<file path="src/sv/dsc_pkg.sv">
// ----------------------------------------------------------------------------
// dsc_pkg
// Types and constants shared by the diagnostic session controller.
// ----------------------------------------------------------------------------
package dsc_pkg;

	localparam int unsigned OPCODE_W   = 2;
	localparam int unsigned LENGTH_W   = 12;
	localparam int unsigned BYTE_W     = 8;
	localparam int unsigned SESSION_W  = 7;
	localparam int unsigned TIMER_W    = 16;
	localparam int unsigned P2_W       = 16;
	localparam int unsigned P2X_CFG_W  = 20;
	localparam int unsigned P2X_OUT_W  = 16;
	localparam int unsigned STATUS_W   = 2;
	localparam int unsigned REPLY_W    = 3;
	localparam int unsigned CFG_IDX_W  = 2;
	localparam int unsigned CFG_DATA_W = 20;

	typedef enum logic [OPCODE_W-1:0] {
		OP_REQUEST   = 2'd0,
		OP_KEEPALIVE = 2'd1,
		OP_TICK      = 2'd2,
		OP_UNUSED    = 2'd3
	} opcode_t;

	typedef enum logic [STATUS_W-1:0] {
		ST_POSITIVE   = 2'd0,
		ST_BAD_LENGTH = 2'd1,
		ST_COND_FAIL  = 2'd2
	} status_t;

	typedef enum logic [CFG_IDX_W-1:0] {
		CFG_S3_TIMEOUT = 2'd0,
		CFG_P2_SERVER  = 2'd1,
		CFG_P2X_SERVER = 2'd2
	} cfg_index_t;

	localparam logic [SESSION_W-1:0] SESS_DEFAULT     = 7'd1;
	localparam logic [SESSION_W-1:0] SESS_PROGRAMMING = 7'd2;
	localparam logic [SESSION_W-1:0] SESS_EXTENDED    = 7'd3;

	localparam logic [LENGTH_W-1:0] REQ_LENGTH        = 12'd2;
	localparam logic [TIMER_W-1:0]  DEFAULT_RELOAD_MS = 16'd100;
	localparam logic [REPLY_W-1:0]  POS_REPLY_LENGTH  = 3'd5;

	localparam logic [TIMER_W-1:0]   S3_RESET       = 16'd5000;
	localparam logic [P2_W-1:0]      P2_RESET       = 16'd50;
	// 5000 ms divided by ten
	localparam logic [P2X_OUT_W-1:0] P2X_DIV_RESET  = 16'd500;

	// x / 10 == (x * 838861) >> 23 for every x below 2^22
	localparam int unsigned          DIV10_SHIFT = 23;
	localparam logic [P2X_CFG_W-1:0] DIV10_MULT  = 20'd838861;

	function automatic logic [P2X_OUT_W-1:0] div10_sat(input logic [P2X_CFG_W-1:0] x);
		logic [2*P2X_CFG_W-1:0] prod;
		logic [2*P2X_CFG_W-DIV10_SHIFT-1:0] quo;
		prod = {{P2X_CFG_W{1'b0}}, x} * {{P2X_CFG_W{1'b0}}, DIV10_MULT};
		quo  = prod[2*P2X_CFG_W-1:DIV10_SHIFT];
		if (|quo[2*P2X_CFG_W-DIV10_SHIFT-1:P2X_OUT_W])
			return {P2X_OUT_W{1'b1}};
		return quo[P2X_OUT_W-1:0];
	endfunction

endpackage

</file>
<file path="src/sv/diagnostic_session_control.sv">
// ----------------------------------------------------------------------------
// diagnostic_session_control
// Session controller with S3 inactivity countdown, tester-present and tick.
// ----------------------------------------------------------------------------
//  channel | direction | handshake          | payload
//  in      | to block  | in_valid/in_stall  | opcode, request_length, bytes
//  out     | from block| out_valid/out_stall| status, session, P2, P2*, flags
//  cfg     | to block  | cfg_we             | cfg_index, cfg_wdata
//
// One item per cycle when the result is not stalled; each item passes
// through input register, then result register. Session and timer update
// as the item moves into the result register. P2*/10 is computed when the
// register is written. Reset gives the default session with the timer
// stopped. A stalled result holds the input register, which then stalls in.
// ----------------------------------------------------------------------------
module diagnostic_session_control
	import dsc_pkg::*;
(
	input  logic                  clk,
	input  logic                  arst_n,

	input  logic                  cfg_we,
	input  logic [CFG_IDX_W-1:0]  cfg_index,
	input  logic [CFG_DATA_W-1:0] cfg_wdata,

	input  logic                  in_valid,
	output logic                  in_stall,
	input  logic [OPCODE_W-1:0]   opcode,
	input  logic [LENGTH_W-1:0]   request_length,
	input  logic [BYTE_W-1:0]     service_byte,
	input  logic [BYTE_W-1:0]     subfunction_byte,

	output logic                  out_valid,
	input  logic                  out_stall,
	output logic [STATUS_W-1:0]   status,
	output logic [SESSION_W-1:0]  session_out,
	output logic [P2_W-1:0]       p2_out,
	output logic [P2X_OUT_W-1:0]  p2x_out,
	output logic [REPLY_W-1:0]    reply_length,
	output logic                  lock_security,
	output logic                  timeout_reset
);

	// configuration
	logic [TIMER_W-1:0]   s3_q;
	logic [P2_W-1:0]      p2_q;
	logic [P2X_OUT_W-1:0] p2x_div_q;

	always_ff @(posedge clk or negedge arst_n) begin
		if (!arst_n) begin
			s3_q      <= S3_RESET;
			p2_q      <= P2_RESET;
			p2x_div_q <= P2X_DIV_RESET;
		end else if (cfg_we) begin
			case (cfg_index_t'(cfg_index))
				CFG_S3_TIMEOUT: s3_q      <= cfg_wdata[TIMER_W-1:0];
				CFG_P2_SERVER:  p2_q      <= cfg_wdata[P2_W-1:0];
				CFG_P2X_SERVER: p2x_div_q <= div10_sat(cfg_wdata[P2X_CFG_W-1:0]);
				default: ;
			endcase
		end
	end

	// input register
	logic                 valid_s1;
	logic [OPCODE_W-1:0]  opcode_s1;
	logic [LENGTH_W-1:0]  length_s1;
	logic [SESSION_W-1:0] sub_s1;
	logic                 advance;

	assign advance  = valid_s1 && (!out_valid || !out_stall);
	assign in_stall = valid_s1 && !advance;

	always_ff @(posedge clk or negedge arst_n) begin
		if (!arst_n) begin
			valid_s1 <= 1'b0;
		end else if (!in_stall) begin
			valid_s1 <= in_valid;
		end
	end

	// service byte is carried on the channel but has no effect
	always_ff @(posedge clk) begin
		if (in_valid && !in_stall) begin
			opcode_s1 <= opcode;
			length_s1 <= request_length;
			sub_s1    <= subfunction_byte[SESSION_W-1:0];
		end
	end

	// session state
	logic [SESSION_W-1:0] session_q;
	logic [TIMER_W-1:0]   count_q;
	logic                 running_q;

	logic [SESSION_W-1:0] nxt_session;
	logic [TIMER_W-1:0]   nxt_count;
	logic                 nxt_running;
	status_t              nxt_status;
	logic                 positive;
	logic                 nxt_lock;
	logic                 nxt_treset;
	logic                 refused;

	always_comb begin
		nxt_session = session_q;
		nxt_count   = count_q;
		nxt_running = running_q;
		nxt_status  = ST_POSITIVE;
		positive    = 1'b0;
		nxt_lock    = 1'b0;
		nxt_treset  = 1'b0;
		refused     = ((sub_s1 == SESS_PROGRAMMING) && (session_q == SESS_DEFAULT)) ||
		              ((sub_s1 == SESS_EXTENDED) && (session_q == SESS_PROGRAMMING));
		case (opcode_t'(opcode_s1))
			OP_REQUEST: begin
				if (length_s1 != REQ_LENGTH) begin
					nxt_status = ST_BAD_LENGTH;
				end else if (sub_s1 == session_q) begin
					if (sub_s1 == SESS_PROGRAMMING || sub_s1 == SESS_EXTENDED) begin
						nxt_count   = s3_q;
						nxt_running = 1'b1;
					end
					positive = 1'b1;
				end else begin
					nxt_lock = 1'b1;
					if (refused) begin
						nxt_status = ST_COND_FAIL;
					end else begin
						nxt_session = sub_s1;
						nxt_count   = (sub_s1 == SESS_DEFAULT) ? DEFAULT_RELOAD_MS : s3_q;
						nxt_running = 1'b1;
						positive    = 1'b1;
					end
				end
			end
			OP_KEEPALIVE: begin
				if (session_q != SESS_DEFAULT) begin
					nxt_count   = s3_q;
					nxt_running = 1'b1;
				end
			end
			OP_TICK: begin
				if (running_q) begin
					if (count_q <= TIMER_W'(1)) begin
						nxt_count   = '0;
						nxt_running = 1'b0;
						nxt_session = SESS_DEFAULT;
						nxt_lock    = 1'b1;
						nxt_treset  = 1'b1;
					end else begin
						nxt_count = count_q - TIMER_W'(1);
					end
				end
			end
			default: ;
		endcase
	end

	always_ff @(posedge clk or negedge arst_n) begin
		if (!arst_n) begin
			session_q <= SESS_DEFAULT;
			count_q   <= '0;
			running_q <= 1'b0;
		end else if (advance) begin
			session_q <= nxt_session;
			count_q   <= nxt_count;
			running_q <= nxt_running;
		end
	end

	// result register
	always_ff @(posedge clk or negedge arst_n) begin
		if (!arst_n) begin
			out_valid <= 1'b0;
		end else if (!out_valid || !out_stall) begin
			out_valid <= valid_s1;
		end
	end

	always_ff @(posedge clk) begin
		if (advance) begin
			status        <= nxt_status;
			session_out   <= nxt_session;
			p2_out        <= positive ? p2_q : '0;
			p2x_out       <= positive ? p2x_div_q : '0;
			reply_length  <= positive ? POS_REPLY_LENGTH : '0;
			lock_security <= nxt_lock;
			timeout_reset <= nxt_treset;
		end
	end

`ifndef SYNTH
	a_expiry_flags: assert property (@(posedge clk) disable iff (!arst_n)
		out_valid && timeout_reset |-> lock_security && session_out == SESS_DEFAULT)
		else $error("timeout without relock or default session");

	// keep-alive and tick results carry status zero with no reply bytes
	a_reply_len: assert property (@(posedge clk) disable iff (!arst_n)
		out_valid && (reply_length != '0) |->
			(reply_length == POS_REPLY_LENGTH) && (status == ST_POSITIVE))
		else $error("reply length disagrees with status");

	a_timer_stop: assert property (@(posedge clk) disable iff (!arst_n)
		$fell(running_q) |-> session_q == SESS_DEFAULT && count_q == '0)
		else $error("timer stopped outside of expiry");

	a_stall_cause: assert property (@(posedge clk) disable iff (!arst_n)
		in_stall |-> valid_s1 && out_valid && out_stall)
		else $error("input stalled without a held result");
`endif

endmodule
</file>
<file path="config.mk">
export PLATFORM = sky130hd
export DESIGN_NAME = diagnostic_session_control
export DESIGN_NICKNAME = d
export VERILOG_FILES = /design/src/sv/dsc_pkg.sv /design/src/sv/diagnostic_session_control.sv
export SDC_FILE = /design/constraint.sdc
export NUM_CORES = 1
export LEC_CHECK = 0
export ABC_AREA = 1
export BUFFER_PORTS_ARGS = -buffer_cell sky130_fd_sc_hd__buf_4
export CAP_MARGIN = 20
export CORE_UTILIZATION = 40
export DETAILED_ROUTE_END_ITERATION = 8
export PLACE_DENSITY = 0.61
export SYNTH_ARGS = -nofsm -noshare
export SYNTH_HDL_FRONTEND = slang
export SYNTH_SLANG_ARGS = --single-unit
</file>
<file path="constraint.sdc">
create_clock -name clk -period 2.9 [get_ports clk]
set_input_delay 0.145 -clock clk [delete_from_list [all_inputs] [get_ports clk]]
set_output_delay 0.145 -clock clk [all_outputs]
set_load 0.1 [all_outputs]
</file>
==> results.ini <==
[sta]
slew_violations=0
timing.setup.tns_ns=-26.39
fmax_mhz=217
rsz0062_at_grt=yes
setup_ws_ns=-1.71
period_share=1.59
setup-violations-final=16
clock_skew_ns=0.0114
relSlewSlack=0.350
worst_slew_pin_slew_ns=0.974
hold_violations=0
finalCriticalPeriod_ns=4.61

[synth]
synth_top_family_by_area=adder cells
synth_area_leaders=ha_1 (18%), fa_1 (18%), edfxtp_1 (13%)
synth-compound-area-share=0.0638
ys_seq_elements=139
synthSimpleGateAreaFrac=0.190
synth_mux_area_frac=0
syn_nets=2137
synth.avg_cell_area_um2=8.37
yosys_most_used_dff=edfxtp_1
synthAdderAreaFrac=0.358
synth_seq_area_share=0.262
synth-async-reset-ratio=0.532
synth-edff-count=65
syn_inst=1741
synth.largest_area_cell=ha_1
ys_warn_count=0
synth_cell_types=46
synth_xor_area_frac=0.0258
synthesis.area_mm2=0.0146
synth_top_area_share=0.180

[critical_path]
path_class=input port to flop
cp_cell_sequence=buf_4 -> ha_4 -> xor2_2 -> ha_1 -> or2_2 -> fa_2 -> fa_1 -> fa_2 -> fa_1 -> ha_4 -> ha_4 -> nand2_4 -> inv_1 -> nand2_1 -> nand2_1 -> a21oi_2 -> nand3_2 -> nand2_4 -> nand2_4 -> nand2_4 -> nand3_4 -> nor2_2 -> nor2_1
end_kind=flop
rr_worst_depth=8
critical_path.max_fanout=6
r2r-start=opcode_s1[1]
cp.required_ns=3.21
cp.arrival_ns=4.91
r2r_slack_ns=0.55
slowest_delay_ns=0.57
slowest_stage=fa_2
worstReg2RegEnd=p2x_out[10]
cpMostUsedCell=nand2_4
critPathLaunchType=input port

[status]
failed_checks=DRC, setup timing
status=finished with violations

[run]
drv_cap=0

[detailed_routing]
wirelength_mm=40.1
dr_total_vias=12100
dr.pass1.iters=7
dr.first_iter.drc_count=559
ant_nets=0
vias_per_cell=4.82
drc=12
routedWlPerCell_um=16.0

[global_route]
grtUsageTotal=0.230
grt_start_max_net_pins=75
grt_overflow_total=0
antenna_found_initial=0
grt_pass1_wl_mm=65.3
grt_pass1_vias=12700

[final_layout]
drive_above_1_share=0.285
area_delta_synth_final_pct=32.6
diodes=0
final_util=0.541
fin_area_mm2=0.0193
fin_nets=2424

[clock_tree]
clk_path_buf_depth=2
h-tree-depth=4
cts_buffers=17
cts_tree=yes
cts.sinks=139
cts_root_buf=clkbuf_16
clkTransAtPathRegs_ns=0.06
clkLatencyLatePin_ns=0.42

[placed_design]
place_ws_ns=-2.35
gp_routability_congestion=0.940
io_buffers=94
placed_cell_area_mm2=0.0173
dp_hpwl_mm=32.9

[floorplanning]
die_x_um=193
die_area_mm2=0.0372
fp.coreArea_mm2=0.0357
rows=69
io_pins=105
start_util=0.408
die_h_um=193

[min_path]
whs_endpoint=p2_q[4]
min_from=cfg_wdata[4]
hold_class=input port to flop
min_path_cells=4

[final cells by class]
cell class              count  area (µm²)
repair buffers            293        2350
multi-input cells        1227       10700
fillers                  3285       16400
clock inverters            12         115
flip-flops and latches    139        3820
clock buffers              20         447
inverters                 350        1320
well taps                 461         577
[placed cells by master (no fill, tap or decap), drive strengths merged, types with 14 or more instances in the layout]
cell type,count
nor3,14
a21oi,50
edfxtp,65
nand3,39
nand2,420
xor2,29
o21ai,98
buf,269
xnor2,14
fa,129
dlygate4sd3,24
clkbuf,20
inv,352
nor2,163
dfstp,15
nand4,14
ha,210
dfrtp,59
[synth_stat cells (all sizes together), types with 8 or more instances]
master and number:
nand2 419, inv 349, ha 210, nor2 163
fa 129, o21ai 98, edfxtp 65, dfrtp 59
a21oi 50, nand3 39, xor2 29, dfstp 15
clkbuf 14, nand4 14, nor3 14, xnor2 14
buf 12, nand3b 8
[worst max-delay path by stage]
| stage | startpoint | end | cells after the start |
|---|---|---|---|
| 2_1_floorplan | cfg_wdata[8] | p2x_div_q[12] | 27 |
| 3_3_place_gp | cfg_wdata[7] | p2x_div_q[0] | 21 |
| 3_5_place_dp | cfg_wdata[3] | p2x_div_q[13] | 21 |
| 4_1_cts | cfg_wdata[16] | p2x_div_q[13] | 25 |
| 5_1_grt | cfg_wdata[8] | p2x_div_q[3] | 27 |
| 6_report | cfg_wdata[2] | p2x_div_q[3] | 23 |
[layer usage]
metal / vias up / share of wire / global-route usage
met5: - / 0 / 0
met4: 0 / 0.028 / 0.0694
met3: 67 / 0.036 / 0.0340
met2: 228 / 0.51 / 0.414
met1: 5765 / 0.43 / 0.283
li1: 6008 / - / -
[kinds of logic (layout without fill, tap and decap cells)]
group	count (synthesis)	count (layout)
AND/OR/NAND/NOR	669	670
flip-flops	139	139
XOR/XNOR	43	43
other	1	1
adder cells (fa/ha/maj)	339	339
AO/OA/AOI/OAI	174	174
buffers and inverters	376	675
[state kept, by name, summed over array words and instances, names as in the netlist]
register	flops
timeout_reset	1
valid_s1	1
count_q	16
s3_q	16
length_s1	12
opcode_s1	2
status	2
p2x_div_q	16
reply_length	1
p2_out	16
sub_s1	7
p2_q	16
session_out	7
lock_security	1
session_q	7
out_valid	1
running_q	1
p2x_out	16
[per-stage QoR]
step,hold WS [ns],std cells
6_report,0.175,2502
5_1_grt,0.164,2502
4_1_cts,0.149,2498
3_5_place_dp,0.324,2431
3_3_place_gp,0.323,2431
2_1_floorplan,-0.151,1741
[worst max-delay path: cells and delay by family]
kind / cells / cell delay [ns]
AOI/OAI and AO/OA: 1 / 0.15
xor gates and xnor gates: 1 / 0.16
adders and majority gates: 8 / 2.95
buffers and inverters: 2 / 0.20
and+or+nand+nor: 11 / 1.29
[what timing repair did]
action | CTS | global route
hold endpoints to repair | 82 | 0
hold buffers | 24 | 0
setup endpoints to repair | 16 | 16
setup buffers | 11 | 4
gates cloned | 1 | 0
pin swaps | 91 | 62
gates resized for setup | 172 | 89
Power is left out: the tool's default activity adds up to more than one toggle a clock period on the data nets, which glitch-free logic cannot reach.
